===== src/rtl/core/lcse_pkg.sv =====
// ============================================================================
// lcse_pkg: shared types and constants for the LED color store SPI encoder
// Holds the command format passed between front and back, the SPI code
// bytes and the byte encoder used to expand one color byte.
// ============================================================================
`default_nettype none

package lcse_pkg;

    // Store size and field widths
    localparam int MAX_LED_COUNT = 8;
    localparam int IDX_W         = 3;
    localparam int COUNT_W       = 4;
    localparam int COLOR_W       = 24;
    localparam int WORD_W        = 64;
    localparam int ADDR_W        = 3;
    localparam int DATA_W        = 32;

    // Register map: word index taken from paddr[2]
    localparam logic REG_LED_COUNT = 1'b0;

    // Reset value of the LED count register
    localparam logic [COUNT_W-1:0] LED_COUNT_RESET = COUNT_W'(MAX_LED_COUNT);

    // SPI code bytes
    localparam logic [7:0] CODE_ZERO = 8'h70;
    localparam logic [7:0] CODE_ONE  = 8'h7C;
    localparam logic [7:0] TOP_BIT   = 8'h80;

    // One frame request handed from the front to the back
    typedef struct packed {
        logic                 write_en;
        logic [IDX_W-1:0]     idx;
        logic [COLOR_W-1:0]   color;
        logic [COUNT_W-1:0]   count;
    } cmd_t;

    // Clamp the programmed count to the store size
    function automatic logic [COUNT_W-1:0] clamp_count(input logic [COUNT_W-1:0] count);
        logic [COUNT_W-1:0] res;
        res = (count > COUNT_W'(MAX_LED_COUNT)) ? COUNT_W'(MAX_LED_COUNT) : count;
        return res;
    endfunction

    // Expand one color byte, MSB first, into eight SPI code bytes
    function automatic logic [WORD_W-1:0] encode_byte(input logic [7:0] value);
        logic [WORD_W-1:0] word;
        word = '0;
        for (int i = 0; i < 8; i++)
        begin
            word[WORD_W-1-8*i -: 8] = ((value & (TOP_BIT >> i)) != 8'h00) ? CODE_ONE
                                                                             : CODE_ZERO;
        end
        return word;
    endfunction

endpackage

`default_nettype wire


===== src/rtl/core/lcse_front.sv =====
// ============================================================================
// lcse_front: input side of the LED color store SPI encoder
// Accepts color writes, decides whether the write lands in the store and
// queues the resulting frame request in a two-entry command queue.
// ============================================================================
`default_nettype none

module lcse_front (
    input  wire logic                          clk,
    input  wire logic                          rst_n,
    input  wire logic                          push,
    output logic                               full,
    input  wire logic [lcse_pkg::IDX_W-1:0]    led_index,
    input  wire logic [7:0]                    green_value,
    input  wire logic [7:0]                    red_value,
    input  wire logic [7:0]                    blue_value,
    input  wire logic [lcse_pkg::COUNT_W-1:0]  led_count,
    output logic                               cmd_valid,
    output lcse_pkg::cmd_t                     cmd,
    input  wire logic                          cmd_pop
);
    import lcse_pkg::*;

    cmd_t        queue_reg [2];
    logic        wr_ptr_reg;
    logic        rd_ptr_reg;
    logic [1:0]  fill_reg;
    logic        do_push;
    logic        do_pop;
    cmd_t        new_cmd;
    logic [COUNT_W-1:0] eff_count;

    // Classify the incoming transaction
    always_comb
    begin
        eff_count        = clamp_count(led_count);
        new_cmd.write_en = ({1'b0, led_index} < eff_count);
        new_cmd.idx      = led_index;
        new_cmd.color    = {green_value, red_value, blue_value};
        new_cmd.count    = eff_count;
    end

    assign full      = (fill_reg == 2'd2);
    assign cmd_valid = (fill_reg != 2'd0);
    assign cmd       = queue_reg[rd_ptr_reg];
    assign do_push   = push && !full;
    assign do_pop    = cmd_pop && cmd_valid;

    // Queue storage
    always_ff @(posedge clk)
    begin
        if (do_push)
        begin
            queue_reg[wr_ptr_reg] <= new_cmd;
        end
    end

    // Queue pointers and fill level
    always_ff @(posedge clk or negedge rst_n)
    begin
        if (!rst_n)
        begin
            wr_ptr_reg <= 1'b0;
            rd_ptr_reg <= 1'b0;
            fill_reg   <= 2'd0;
        end
        else
        begin
            if (do_push)
            begin
                wr_ptr_reg <= !wr_ptr_reg;
            end
            if (do_pop)
            begin
                rd_ptr_reg <= !rd_ptr_reg;
            end
            if (do_push && !do_pop)
            begin
                fill_reg <= fill_reg + 2'd1;
            end
            else if (do_pop && !do_push)
            begin
                fill_reg <= fill_reg - 2'd1;
            end
        end
    end

endmodule

`default_nettype wire


===== src/rtl/core/lcse_back.sv =====
// ============================================================================
// lcse_back: color store and frame sequencer
// Applies a queued color write to the store, then walks the LEDs in green,
// red, blue order and emits one encoded SPI word per color byte.
// ============================================================================
`default_nettype none

module lcse_back (
    input  wire logic                         clk,
    input  wire logic                         rst_n,
    input  wire logic                         cmd_valid,
    input  wire lcse_pkg::cmd_t               cmd,
    output logic                              cmd_pop,
    input  wire logic                         pop,
    output logic                              empty,
    output logic [lcse_pkg::WORD_W-1:0]       spi_word,
    output logic                              frame_end
);
    import lcse_pkg::*;

    typedef enum logic {
        ST_IDLE,
        ST_EMIT
    } state_t;

    localparam logic [1:0] COLOR_GREEN = 2'd0;
    localparam logic [1:0] COLOR_RED   = 2'd1;
    localparam logic [1:0] COLOR_BLUE  = 2'd2;

    state_t              state_reg;
    logic [IDX_W-1:0]    led_reg;
    logic [1:0]          color_reg;
    logic [COUNT_W-1:0]  count_reg;
    logic                out_valid_reg;
    logic [WORD_W-1:0]   spi_word_reg;
    logic                frame_end_reg;
    logic [COLOR_W-1:0]  store_reg [MAX_LED_COUNT];

    logic [COLOR_W-1:0]  entry;
    logic [7:0]          sel_byte;
    logic                out_free;
    logic                last_led;
    logic                last_color;

    assign out_free   = !out_valid_reg || pop;
    assign cmd_pop    = (state_reg == ST_IDLE) && cmd_valid;
    assign empty      = !out_valid_reg;
    assign spi_word   = spi_word_reg;
    assign frame_end  = frame_end_reg;
    assign last_led   = ({1'b0, led_reg} == (count_reg - COUNT_W'(1)));
    assign last_color = (color_reg == COLOR_BLUE);
    assign entry      = store_reg[led_reg];

    // Pick the color byte for the current word
    always_comb
    begin
        case (color_reg)
            COLOR_GREEN: sel_byte = entry[23:16];
            COLOR_RED:   sel_byte = entry[15:8];
            COLOR_BLUE:  sel_byte = entry[7:0];
            default:     sel_byte = 8'h00;
        endcase
    end

    // Color store, cleared at reset
    always_ff @(posedge clk or negedge rst_n)
    begin
        if (!rst_n)
        begin
            for (int i = 0; i < MAX_LED_COUNT; i++)
            begin
                store_reg[i] <= '0;
            end
        end
        else if (cmd_pop && cmd.write_en)
        begin
            store_reg[cmd.idx] <= cmd.color;
        end
    end

    // Sequencer and output register
    always_ff @(posedge clk or negedge rst_n)
    begin
        if (!rst_n)
        begin
            state_reg     <= ST_IDLE;
            led_reg       <= '0;
            color_reg     <= COLOR_GREEN;
            count_reg     <= '0;
            out_valid_reg <= 1'b0;
            spi_word_reg  <= '0;
            frame_end_reg <= 1'b0;
        end
        else
        begin
            // Output valid: loaded by a new word, cleared when taken
            if ((state_reg == ST_EMIT) && out_free)
            begin
                out_valid_reg <= 1'b1;
            end
            else if (pop && out_valid_reg)
            begin
                out_valid_reg <= 1'b0;
            end
            case (state_reg)
                ST_IDLE:
                begin
                    if (cmd_valid)
                    begin
                        count_reg <= cmd.count;
                        led_reg   <= '0;
                        color_reg <= COLOR_GREEN;
                        if (cmd.count != '0)
                        begin
                            state_reg <= ST_EMIT;
                        end
                    end
                end
                ST_EMIT:
                begin
                    if (out_free)
                    begin
                        spi_word_reg  <= encode_byte(sel_byte);
                        frame_end_reg <= last_led && last_color;
                        if (last_color)
                        begin
                            color_reg <= COLOR_GREEN;
                            if (last_led)
                            begin
                                state_reg <= ST_IDLE;
                            end
                            else
                            begin
                                led_reg <= led_reg + IDX_W'(1);
                            end
                        end
                        else
                        begin
                            color_reg <= color_reg + 2'd1;
                        end
                    end
                end
                default:
                begin
                    state_reg <= ST_IDLE;
                end
            endcase
        end
    end

endmodule

`default_nettype wire


===== src/rtl/core/led_color_store_spi_encoder_core.sv =====
// ============================================================================
// led_color_store_spi_encoder_core: LED color store with SPI bit encoding
// Top level: configuration register, front queue and back sequencer.
// ============================================================================
// Each pushed transaction writes one LED's green/red/blue color (ignored when
// led_index is at or above the effective LED count) and then emits the whole
// frame: three 64-bit words per LED, green, red, blue, each color byte
// expanded MSB first into 0x7C (one) / 0x70 (zero) code bytes, first byte in
// bits 63..56, frame_end set on the last word. led_count above 8 acts as 8;
// a count of 0 produces no words. The back sequencer applies the write in its
// idle state and then emits one word per cycle while pop keeps up; that
// sequencer sets the rate. A two-entry command queue lets up to two further
// transactions be pushed while a frame is being emitted.
`default_nettype none

module led_color_store_spi_encoder_core (
    input  wire logic                          clk,
    input  wire logic                          rst_n,
    // Input queue side
    input  wire logic                          push,
    output logic                               full,
    input  wire logic [lcse_pkg::IDX_W-1:0]    led_index,
    input  wire logic [7:0]                    green_value,
    input  wire logic [7:0]                    red_value,
    input  wire logic [7:0]                    blue_value,
    // Result queue side
    output logic                               empty,
    input  wire logic                          pop,
    output logic [lcse_pkg::WORD_W-1:0]        spi_word,
    output logic                               frame_end,
    // Configuration port
    input  wire logic                          psel,
    input  wire logic                          penable,
    input  wire logic                          pwrite,
    input  wire logic [lcse_pkg::ADDR_W-1:0]   paddr,
    input  wire logic [lcse_pkg::DATA_W-1:0]   pwdata,
    output logic [lcse_pkg::DATA_W-1:0]        prdata,
    output logic                               pready
);
    import lcse_pkg::*;

    logic [COUNT_W-1:0] led_count_reg;
    logic               cfg_write;
    logic               cmd_valid;
    cmd_t               cmd;
    logic               cmd_pop;

    // Configuration register
    assign pready    = 1'b1;
    assign cfg_write = psel && penable && pwrite && pready;

    always_ff @(posedge clk or negedge rst_n)
    begin
        if (!rst_n)
        begin
            led_count_reg <= LED_COUNT_RESET;
        end
        else if (cfg_write && (paddr[2] == REG_LED_COUNT))
        begin
            led_count_reg <= pwdata[COUNT_W-1:0];
        end
    end

    // Register readback
    assign prdata = (paddr[2] == REG_LED_COUNT) ? DATA_W'(led_count_reg) : '0;

    lcse_front u_front (
        .clk         (clk),
        .rst_n       (rst_n),
        .push        (push),
        .full        (full),
        .led_index   (led_index),
        .green_value (green_value),
        .red_value   (red_value),
        .blue_value  (blue_value),
        .led_count   (led_count_reg),
        .cmd_valid   (cmd_valid),
        .cmd         (cmd),
        .cmd_pop     (cmd_pop)
    );

    lcse_back u_back (
        .clk       (clk),
        .rst_n     (rst_n),
        .cmd_valid (cmd_valid),
        .cmd       (cmd),
        .cmd_pop   (cmd_pop),
        .pop       (pop),
        .empty     (empty),
        .spi_word  (spi_word),
        .frame_end (frame_end)
    );

endmodule

`default_nettype wire


===== config.mk =====
export PLATFORM = sky130hd
export DESIGN_NAME = led_color_store_spi_encoder_core
export DESIGN_NICKNAME = d
export VERILOG_FILES = /design/src/rtl/core/lcse_pkg.sv /design/src/rtl/core/lcse_front.sv /design/src/rtl/core/lcse_back.sv /design/src/rtl/core/led_color_store_spi_encoder_core.sv
export SDC_FILE = /design/constraint.sdc
export NUM_CORES = 1
export LEC_CHECK = 0
export BUFFER_PORTS_ARGS = -buffer_cell sky130_fd_sc_hd__buf_2
export CORE_MARGIN = 4
export CORE_UTILIZATION = 34
export CTS_CLUSTER_DIAMETER = 100
export CTS_CLUSTER_SIZE = 10
export DETAILED_ROUTE_END_ITERATION = 10
export GPL_TIMING_DRIVEN = 0
export PLACE_DENSITY_LB_ADDON = 0.3
export SLEW_MARGIN = 20
export SYNTH_ARGS = -nofsm -noshare
export SYNTH_HDL_FRONTEND = slang
export SYNTH_HIERARCHICAL = 1
export SYNTH_SLANG_ARGS = --single-unit

===== constraint.sdc =====
create_clock -name clk -period 6.3 [get_ports clk]
set_input_delay 0.945 -clock clk [delete_from_list [all_inputs] [get_ports clk]]
set_output_delay 0.945 -clock clk [all_outputs]
set_load 0.02 [all_outputs]

# Word-level counts from Yosys, hierarchy flattened
# Memories as Yosys holds them, arrays and structs flattened.
# Index checks and enable logic that the tools add are counted.
# Widths: inputs -> output; s select.
# classes
n_lt_le_gt_ge	5
n_eq_ne	8
mux	38
n_reduce_logical	29
n_addsub	5
bitwise_logic	4
# ops
cell	n
$bwmux 192	1
$bmux 24 s3	1
$demux 24 s3	1
$mux 24	3
$mux 4	10
$pmux 8 s3	1
$logic_and 1x1->1	13
$mux 3	4
$mux 2	5
$mux 1	9
$ge 4x4->1 const B	2
$not 3->4	2
$logic_not 1->1	6
$ne 2x2->1 const B	3
$pmux 3 s2	1
$reduce_and 2->1	3
$reduce_bool 2->1	3
$add 2x1->2 const B	2
$eq 2x2->1 const B	2
$eq 3x4->1	1
$gt 4x4->1 const B	1
$lt 3x4->1	1
$lt 4x1->1 const B	1
$pmux 2 s2	1
other kinds (11)	12
# word_totals
reg_bits	276
input_bits	69
memories	1
mem_bits_rw	64
# memory_table
memory	depth	width	rd	rd_ports_with_merged_regs	wr	line	source
u_front.queue_reg	2	32	1	0	1	lcse_front.sv:24	cmd_t queue_reg [2];

# Longest topological paths before layout
# Gate-level depths: netlist of the first run.
# logic_depth
depth_word	7
depth_mapped	9

# Hierarchy
# The synthesis of the first run kept the hierarchy.
# by_module_without_submodules
mod	cells_per_inst	area_per_inst_um2	n_inst
lcse_back	683	10152.2	1
lcse_front	131	2583.7	1
led_color_store_spi_encoder_core	44	430.4	1

# Worst setup path before layout of the first run
# No wires, ideal clock.
# synth_path
kind	input to register
startpoint	in push
endpoint	mem u_front/queue_reg[0][0] (netlist bit), enable pin
path_slack_ps	3491
stages	2
arrival_time_ps	2388
setup_time_ps	421
cell_sequence	nand2_1 > nor2_1
# synth_via
elab_chain_cells	3
# synth_rtl
item	line	source
start, declared	led_color_store_spi_encoder_core.sv:20	input wire logic push,
$logic_and 1x1->1	lcse_front.sv:46	assign do_push = push && !full;
$mux 1	lcse_front.sv:52	if (do_push)
$mux 1 (implied by the code)	lcse_front.sv:54	queue_reg[wr_ptr_reg] <= new_cmd;
end, declared	lcse_front.sv:24	
# Every way passes these cells.

==> impl_results.md, run 1 <==
- Hold WS: between 300 and 400 ps
- Gr usage total: 0.144
- First DRT Iteration DRCs: 355
- H-Tree Depth: 2
- Run status: complete, no violations
- Fmax: between 300 and 400 MHz
- DRC: 0
- Post-Synthesis Cells: 858
- Die W: 205 um
- Number of synthesized flops with an enable pin: 64
- Num rows: 71
- Pin count of the biggest net entering global routing: 61
- Synth Warn #: 6
- CP Launch Type: flip-flop
- Synth cell types: 50
- Via count: 7398
- Post-Place Cell Area: between 0.01 and 0.015 mm2
- Die extent in y: 205 um
- Worst vdd ir: 193 uV
- Post-synth top flop: dfrtp_1
- CTS tree: done
- Crit path max-delay family: buffers and inverters
- Synthesized area per cell: 15.3 um2
- HPWL Detailed: 20100 um
- Area Overhead vs Synth: 17.9%
- Setup TNS: 0 ps
- Clk slew on worst S/H paths: 60 ps
- Root buffer cell: clkbuf_16
- Starting Density: 0.347
- Total CTS buffers: 34
- Fraction of registers with async set/reset: 0.775
- Crit path time final: around 2900 ps
- Final Cycle Share: 0.457
- Leakage Power: 0.00753 uW
- Worst path buffer plus inverter count: 4
- Hold WC Path Type: in2async
- Clk buf depth: 3
- Largest register FFs: 192
- RePlAce Congestion: 0.724
- Worst-path cell with the longest stage delay: nand4_1
- Slew headroom: 0.277
- Critical Path Fanout Max: 10
- CORE AREA: 0.0379 mm2
- Post-route design area: 0.0155 mm2
- Final Hold Fails: 0
- Synth top area cells: dfrtp_1 (42%), mux2_2 (19%), edfxtp_1 (15%)
- RSZ-0062 raised after global routing: false
- Vias in the first global route: slightly below 8000
- Most used cell, CP: buf_2
- DR WL/cell: 19.2 um
- Fill count: 3509
- CTS sink count: 285
- Nets@finish: 1108
- Req. time, crit path: 6670 ps
- Worst skew pair latency: roughly 500 ps
- Total power: 4920 uW
- Number of routed nets with antenna violations: 0
- Crit Path Class: reg2reg
- Largest area contributor in the netlist: dfrtp_1
- Cells along the critical path: buf_2 > buf_2 > mux2_2 > clkbuf_1 > nor2_1 > nand4_1 > buf_2 > mux2_2
- Drt pass-1 iters: 4
- Max_cap viols: 0
- Max incr delay on CP: 450 ps
- Arr. time, crit path: 3240 ps
- #FFs+latches synth: 285
- Post-Route WL: 30000 um
- Hold Buf Count CTS: 0
- Skew final: between 20 and 25 ps
- Antenna violations before repair: 1
- Crit. End Element: flip-flop
- First-pass GRT wire length: about 47000 um
- IO Pins: 169
- I/O Buffers: 85
- Antenna Cells: 0
- Post-CTS Setup Inserts: 0
- Cts repair resizes: 0
- Sequential-to-total area share from yosys stat: 0.566
- Cell area after synthesis: 0.0132 mm2
- Area of the die: 0.0419 mm2
- Fraction of layout cells with a size suffix above 1: 0.490
- Overflow after GRT: 0
- Worst Tran Pin Value: 1070 ps
- Final setup fails: 0
- Power density over cell area: 317 mW/mm2
- Share of the synthesized area in the top cell type: 0.418
- Via density: 4.74
- Slew Limit Fails: 0
placed cells by master, fill, tap and decap left out, types with 2 or more instances in the layout:
master | synthesis | routed
a22oi_1 | 25 | 25
a31o_2 | 2 | 2
a32oi_1 | 8 | 8
and2b_2 | 4 | 4
buf_1 | 3 | 3
buf_16 | 0 | 4
buf_2 | 21 | 105
buf_4 | 91 | 91
buf_6 | 6 | 6
clkbuf_1 | 7 | 23
clkbuf_16 | 0 | 35
conb_1 | 3 | 53
dfrtp_1 | 220 | 220
edfxtp_1 | 64 | 64
ha_1 | 5 | 5
inv_1 | 9 | 9
inv_4 | 1 | 2
mux2_1 | 17 | 17
mux2_2 | 227 | 227
mux2i_1 | 35 | 35
mux4_1 | 10 | 10
mux4_2 | 22 | 22
nand2_1 | 24 | 24
nand2b_1 | 5 | 5
nand3b_2 | 2 | 2
nor2_1 | 6 | 5
nor2b_1 | 3 | 3
nor3b_4 | 3 | 3
o21ai_0 | 6 | 6
or3_1 | 2 | 2
xnor2_1 | 3 | 3
xor2_1 | 3 | 3
logic make-up (layout without fill, tap and decap cells):
group / count (synthesis) / after routing / synth area share
DFF: 285 / 285 / 0.566
xor gates and xnor gates: 7 / 7 / 0.00570
AOI/OAI and AO/OA: 46 / 46 / 0.0263
muxes: 311 / 311 / 0.293
adders and majority gates: 5 / 5 / 0.00475
buffers and inverters: 138 / 281 / 0.0709
and+or+nand+nor: 63 / 63 / 0.0325
other: 3 / 53 / 0.000855
stage by stage:
step,util,worst slack [ps],instances
after floorplan,-,3490,908
after global placement,0.380,294,1504
after detailed placement,0.384,3460,1509
after CTS,0.409,3420,1562
after global routing,0.409,3270,1562
final,0.409,3420,1562
Yosys cell counts (all sizes together) (2+ instances only):
| master | count |
|---|---|
| nor4b | 2 |
| xnor2 | 3 |
| nand2b | 5 |
| mux2 | 244 |
| a22oi | 25 |
| o21ai | 6 |
| nor3b | 4 |
| a31o | 2 |
| a32oi | 8 |
| nand2 | 24 |
| xor2 | 3 |
| edfxtp | 64 |
| mux2i | 35 |
| mux4 | 32 |
| inv | 10 |
| conb | 3 |
| or3 | 2 |
| nor2 | 7 |
| dfrtp | 220 |
| buf | 121 |
| and2b | 5 |
| and3 | 2 |
| nor2b | 3 |
| nand3b | 2 |
| clkbuf | 7 |
| ha | 5 |
cell type report:
type / count / area, um2 / area share
multi-input cells: 485 / 4980 / 0.321
flip-flops and latches: 285 / 7450 / 0.480
clock buffers: 51 / 936 / 0.0603
inverters: 10 / 40.0 / 0.00258
plain buffers: 128 / 893 / 0.0575
well taps: 511 / 639 / 0.0412
clock inverters: 2 / 15.0 / 0.000967
repair buffers: 90 / 566 / 0.0364
where the power goes:
part / internal [uW] / total (uW) / switching, uW / leakage (uW)
clock: 1020 / 1730 / 711 / 0.000459
combinational: 411 / 1080 / 667 / 0.00343
sequential: 2050 / 2110 / 63.8 / 0.00364
total: 3480 / 4920 / 1440 / 0.00753
worst paths after layout:
kind	from	endpoint	slack, ps	depth (start not counted)
setup / recovery	u_front/rd_ptr_reg	u_back/store_reg[147]	3420	8
hold / removal	rst_n	u_back/store_reg[52]	360	1
setup reg to reg	u_front/rd_ptr_reg	u_back/store_reg[147]	3420	8
hold reg to reg	u_back/store_reg[35]	u_back/store_reg[35]	480	1
max in group asynchronous	rst_n	led_count_reg[3]	5240	2
min in group clk	u_back/store_reg[35]	u_back/store_reg[35]	480	1
routing by layer:
layer	routed length, um	vias to the layer above	track usage
li1	-	3384	-
met1	14100	3821	0.203
met2	14200	154	0.236
met3	1300	37	0.0253
met4	477	2	0.0299
met5	7	-	0
No activity file was read; power rests on OpenSTA's default activity.
==> run 2, diff against run 1 <==
==> constraint.sdc (replaced) <==
create_clock -name clk -period 2.7 [get_ports clk]
set_input_delay 0.405 -clock clk [delete_from_list [all_inputs] [get_ports clk]]
set_output_delay 0.405 -clock clk [all_outputs]
set_load 0.02 [all_outputs]
==> impl_results.md, run 2 (synthesis results as in run 1) <==
- Hold WC Path Type: in2reg
- DRC: 0 (unchanged)
- Arr. time, crit path: 2940 ps (-300 ps)
- Pin count of the biggest net entering global routing: 61 (unchanged)
- CTS sink count: 285 (unchanged)
- R2R depth: 6 (-2)
- Leakage Power: 0.00757 uW (+0.52%)
- Clk buf depth: 3 (unchanged)
- Worst-path cell with the longest stage delay: nor2_1
- Final setup fails: 0 (unchanged)
- Fmax: 390 MHz (+12%)
- First DRT Iteration DRCs: 379 (+6.8%)
- Cells along the critical path: buf_2 > buf_1 > nor2_1 > a22oi_1 > a32oi_1 > nand2_1
- Run status: complete, no violations
- Fill count: 3505 (-0.11%)
- Gr usage total: 0.144 (+0.000271)
- Total power: 11500 uW (+130%)
- Via density: 4.75 (+0.38%)
- Worst vdd ir: 451 uV (+130%)
- Hold worst-path end: u_front/queue_reg[1][22]
- Hold Startpoint: green_value[2]
- Req. time, crit path: 3070 ps (-3600 ps)
- Post-Route WL: 30100 um (about the same)
- Clk slew on worst S/H paths: 50 ps (about the same)
- Die W: 205 um (unchanged)
- RSZ-0062 raised after global routing: false
- Num rows: 71 (unchanged)
- First-pass GRT wire length: 47000 um (+0.18%)
- RR Endpoint: u_back/spi_word[59]
- CP Launch Type: flip-flop
- Final Cycle Share: 0.950 (+0.493)
- H-Tree Depth: 2 (unchanged)
- R2R Setup Slk: 130 ps (-3290 ps)
- Crit Path Class: reg2reg
- Skew final: 20.5 ps (-0.878 ps)
- FF+latch area: 0.00745 mm2 (unchanged)
- Starting Density: 0.347 (unchanged)
- I/O Buffers: 85 (unchanged)
- Root buffer cell: clkbuf_16
- HPWL Detailed: 20100 um (unchanged)
- Area of the die: 0.0419 mm2 (unchanged)
- Vias in the first global route: 7822 (+0.12%)
- Post-Place Cell Area: 0.0146 mm2 (unchanged)
- Slew headroom: 0.285 (+0.00718)
- Drt pass-1 iters: 5 (+1)
- Worst Tran Pin Value: 1060 ps (-10.7 ps)
- Crit path time final: 2570 ps (-312 ps)
- Via count: 7450 (+0.70%)
- Slew Limit Fails: 0 (unchanged)
- CORE AREA: 0.0379 mm2 (unchanged)
- Number of routed nets with antenna violations: 0 (unchanged)
- Commonest non-fill, non-tap cell in the layout: mux2_2
- Die extent in y: 205 um (unchanged)
- Antenna violations before repair: 1 (unchanged)
- DR WL/cell: 19.2 um (-0.23%)
- Final Hold Fails: 0 (unchanged)
- Leading cell types in the layout, fill and taps excluded: mux2_2 (227), dfrtp_1 (220), buf_2 (101)
- Max incr delay on CP: 860 ps (+410 ps)
- RePlAce Congestion: 0.724 (unchanged)
- CTS tree: done
- Antenna Cells: 0 (unchanged)
- Setup TNS: 0 ps (unchanged)
- FF-to-FF Start: u_back/led_reg[1]
- Nets@finish: 1113 (+0.45%)
- Max_cap viols: 0 (unchanged)
- Post-route design area: 0.0156 mm2 (+0.38%)
- IO Pins: 169 (unchanged)
- Fraction of layout cells with a size suffix above 1: 0.494 (+0.00431)
- Hold Crit Depth: 1
- Total CTS buffers: 34 (unchanged)
- Power density over cell area: 736 mW/mm2 (+130%)
- Overflow after GRT: 0 (unchanged)
- Critical Path Fanout Max: 10 (unchanged)
- Largest register FFs: 192 (unchanged)
- Crit. End Element: flip-flop
- Worst skew pair latency: 500 ps (about the same)
- Multi-input gate area: 0.00498 mm2 (unchanged)
- Area Overhead vs Synth: 18.4%
-- run 2: cell types whose count changed in the layout (fill, tap and decap cells not counted), sizes merged --
| cell | previous run | this run |
|---|---|---|
| buf | 211 | 214 |
| dlygate4sd3 | 0 | 1 |
| clkbuf | 58 | 59 |
-- run 2: worst max-delay path by stage --
stage	startpoint	to	cells after the start
3_3_place_gp	rst_n	u_back/store_reg[135]	1
4_1_cts	u_front/rd_ptr_reg	u_back/store_reg[74]	7
2_1_floorplan	u_front/fill_reg[0]	u_front/queue_reg[0][0]	3
6_report	u_back/led_reg[1]	u_back/spi_word[59]	6
5_1_grt	u_front/rd_ptr_reg	u_back/store_reg[29]	8
3_5_place_dp	u_front/rd_ptr_reg	u_back/store_reg[149]	8
-- run 2: per-stage QoR --
stage	setup slack, ps	hold WS [ps]	cells	util
after CTS	23.0	64.3	1566	0.410
after global routing	2.07	67.0	1567	0.411
after detailed placement	-144	351	1509	0.384
after floorplan	301	109	908	-
final	135	91.1	1567	0.411
after global placement	-2770	463	1504	0.380
-- run 2: final cells by class --
cell class                      instances  area share
Sequential cell                       285       0.478
Multi-Input combinational cell        485       0.320
Clock buffer                           51      0.0600
Buffer                                126      0.0576
Tap cell                              511      0.0410
Timing Repair Buffer                   97      0.0398
Inverter                               10     0.00257
Clock inverter                          2    0.000963
-- run 2: timing repair --
| item | in CTS | in global routing |
|---|---|---|
| hold buffers | 1 | 0 |
| setup endpoints to repair | 20 | 99 |
| resized for setup | 0 | 8 |
| setup buffers | 3 | 3 |
| pin swaps | 1 | 1 |
| endpoints found under the hold margin | 47 | 0 |
-- run 2: where the power goes --
part           internal [uW]  total (uW)  leakage [uW]  switching [uW]
logic                    959        2510       0.00347            1550
registers               4780        4930       0.00364             149
clock network           2380        4030      0.000459            1660
total                   8120       11500       0.00757            3360
-- run 2: per-layer routing --
| layer | vias up | global-route usage | share of wire |
|---|---|---|---|
| met5 | - | 0 | 0.00023 |
| met4 | 2 | 0.0287 | 0.013 |
| met3 | 33 | 0.0249 | 0.045 |
| met2 | 158 | 0.237 | 0.48 |
| met1 | 3863 | 0.203 | 0.46 |
| li1 | 3394 | - | - |
-- run 2: critical path: cells and delay by family, from the launching register on --
kind | cells | cell delay, ps
AO/OA/AOI/OAI | 2 | 490
flip-flops | 1 | 390
buffers and inverters | 2 | 610
AND/OR/NAND/NOR | 2 | 940
==> run 3, diff against run 2 <==
--- a/config.mk
+++ b/config.mk
@@ -6,6 +6,7 @@
 export NUM_CORES = 1
 export LEC_CHECK = 0
 export BUFFER_PORTS_ARGS = -buffer_cell sky130_fd_sc_hd__buf_2
+export CORE_ASPECT_RATIO = 0.6
 export CORE_MARGIN = 4
 export CORE_UTILIZATION = 34
 export CTS_CLUSTER_DIAMETER = 100
==> constraint.sdc (replaced) <==
create_clock -name clk -period 2.9 [get_ports clk]
set_input_delay 0.435 -clock clk [delete_from_list [all_inputs] [get_ports clk]]
set_output_delay 0.435 -clock clk [all_outputs]
set_load 0.02 [all_outputs]
==> impl_results.md, run 3 (synthesis results as in run 1) <==
- Run status: complete, no violations
- Via density: 4.74 (-0.21%)
- Most used cell, CP: buf_2
- Skew final: 22.6 ps (+2.13 ps)
- Crit Path Class: reg2reg
- Met2 usage: 0.209 (-0.0277)
- Area Overhead vs Synth: 18.3% (about the same)
- Critical Path Fanout Max: 10 (unchanged)
- Power density over cell area: 692 mW/mm2 (-6.0%)
- Arr. time, crit path: 3130 ps (+190 ps)
- Slew headroom: 0.440 (+0.156)
- Utilization after layout: 0.411 (about the same)
- DRC: 0 (unchanged)
- CP Launch Point: u_front/rd_ptr_reg
- Die W: 262 um (+28%)
- IO Pins: 169 (unchanged)
- Req. time, crit path: 3280 ps (+210 ps)
- Starting Density: 0.347 (about the same)
- Clk buf depth: 3 (unchanged)
- Setup TNS: 0 ps (unchanged)
- Leakage Power: 0.00755 uW (-0.27%)
- Clk slew on worst S/H paths: 60 ps (about the same)
- Number of routed nets with antenna violations: 0 (unchanged)
- RSZ-0062 raised after global routing: false
- Max_cap viols: 0 (unchanged)
- H-Tree Depth: 2 (unchanged)
- Antenna violations before repair: 0 (-1)
- RR Endpoint: u_back/store_reg[74]
- GR peak layer: met1
- CORE AREA: 0.0379 mm2 (about the same)
- First-pass GRT wire length: 47500 um (+1.1%)
- Cts repair resizes: 0 (unchanged)
- Commonest non-fill, non-tap cell in the layout: mux2_2
- Area of the die: 0.0420 mm2 (+0.25%)
- Drt pass-1 iters: 4 (-1)
- I/O Buffers: 85 (unchanged)
- Hold WS: 111 ps (+20.0 ps)
- Slew Limit Fails: 0 (unchanged)
- Total power: 10800 uW (-6.1%)
- CP Launch Type: flip-flop
- CTS tree: done
- Root buffer cell: clkbuf_16
- DR WL/cell: 19.7 um (+2.7%)
- HPWL Detailed: 21100 um (+4.7%)
- Largest register FFs: 192 (unchanged)
- Gr usage total: 0.147 (+0.00270)
- CTS sink count: 285 (unchanged)
- Final setup fails: 0 (unchanged)
- Num rows: 55 (-23%)
- Cells along the critical path: buf_2 > buf_2 > mux2_2 > nor3b_4 > nand3b_2 > buf_2 > mux2_1
- Worst path buffer plus inverter count: 3 (+1)
- R2R depth: 7 (+1)
- Post-Route WL: 30900 um (+2.8%)
- Via count: 7444 (-0.081%)
- R2R Setup Slk: 150 ps (about the same)
- First DRT Iteration DRCs: 480 (+27%)
- Met1 usage: 0.229 (+0.0260)
- RePlAce Congestion: 0.776 (+7.2%)
- Final Cycle Share: 0.949 (-0.000997)
- Hold WC Path Type: in2reg
- Nets@finish: 1112 (-0.090%)
- Final Hold Fails: 0 (unchanged)
- Overflow after GRT: 0 (unchanged)
- Leading cell types in the layout, fill and taps excluded: mux2_2 (227), dfrtp_1 (220), buf_2 (105)
- Crit path max-delay family: buffers and inverters
- Worst Tran Pin Value: 836 ps (-228 ps)
- Worst vdd ir: 426 uV (-5.4%)
- Crit path time final: 2750 ps (+187 ps)
- Pin count of the biggest net entering global routing: 96 (+57%)
- Max incr delay on CP: 440 ps (-420 ps)
- M3 GR Usage: 0.0340 (+0.00919)
- FF-to-FF Start: u_front/rd_ptr_reg
- Fraction of layout cells with a size suffix above 1: 0.491 (-0.00379)
- Hold Startpoint: red_value[1]
- Die extent in y: 160 um (-22%)
- Worst-path cell with the longest stage delay: mux2_2
- Fmax: 363 MHz (-6.8%)
- Antenna Cells: 0 (unchanged)
- Worst skew pair latency: 520 ps (+20 ps)
- Total CTS buffers: 34 (unchanged)
- Hold Crit Depth: 1 (unchanged)
- Crit. End Element: flip-flop
- Hold worst-path end: u_front/queue_reg[1][13]
- Vias in the first global route: 7689 (-1.7%)
==> run 3: changes by cell type in the layout (fill, tap and decap cells not counted) <==
cell | previous run | this run
buf_4 | 98 | 94
clkbuf_2 | 1 | 0
nor4_2 | 1 | 0
nor4_4 | 0 | 1
buf_2 | 101 | 105
clkbuf_1 | 20 | 24
clkbuf_4 | 3 | 0
==> run 3: through the flow <==
stage          std cells  worst slack, ps  area (um2)
6_report            1569              147       15600
5_1_grt             1569             8.46       15600
4_1_cts             1566             44.4       15600
3_5_place_dp        1511             29.4       14600
3_3_place_gp        1506            -2640       14400
2_1_floorplan        908              501       13400
==> run 3: worst reg2reg max path, delay by kind of cell (launching register included) <==
| kind | cells | cell delay [ps] |
|---|---|---|
| buffers and inverters | 3 | 900 |
| multiplexers | 2 | 820 |
| AND/OR/NAND/NOR | 2 | 610 |
| flip-flops | 1 | 310 |
==> run 3: worst max path at each step <==
stage	endpoint	slack (ps)	cells after the start
after global placement	u_back/spi_word[54]	-2640	1
after floorplan	u_front/queue_reg[0][0]	500	3
after detailed placement	u_back/store_reg[147]	30	8
after CTS	u_back/store_reg[147]	40	8
final	u_back/store_reg[74]	150	7
after global routing	u_back/store_reg[57]	8	7
==> run 3: final cells by class <==
class | count | area, um2
plain buffers | 128 | 893
clock buffers | 52 | 940
clock inverters | 2 | 15.0
fillers | 3465 | 22300
inverters | 10 | 40.0
multi-input cells | 485 | 4990
flip-flops and latches | 285 | 7450
well taps | 513 | 642
repair buffers | 94 | 598
==> run 3: power breakdown <==
| group | internal [uW] | leakage [uW] | switching, uW |
|---|---|---|---|
| clock | 2220 | 0.000460 | 1580 |
| sequential | 4450 | 0.00364 | 142 |
| combinational | 917 | 0.00345 | 1460 |
| total | 7590 | 0.00755 | 3180 |
==> run 3: layer usage <==
| metal | routed length (um) | part of all wire | vias up |
|---|---|---|---|
| met5 | 0 | 0 | - |
| met4 | 364 | 0.012 | 0 |
| met3 | 1550 | 0.050 | 34 |
| met2 | 13000 | 0.42 | 139 |
| met1 | 16000 | 0.52 | 3882 |
| li1 | - | - | 3389 |
==> run 3: repair_timing <==
action | 4_1_cts | 5_1_grt
buffers inserted | 0 | 3
setup endpoints to repair | 0 | 20
hold buffers | 1 | 0
hold endpoints to repair | 31 | 0
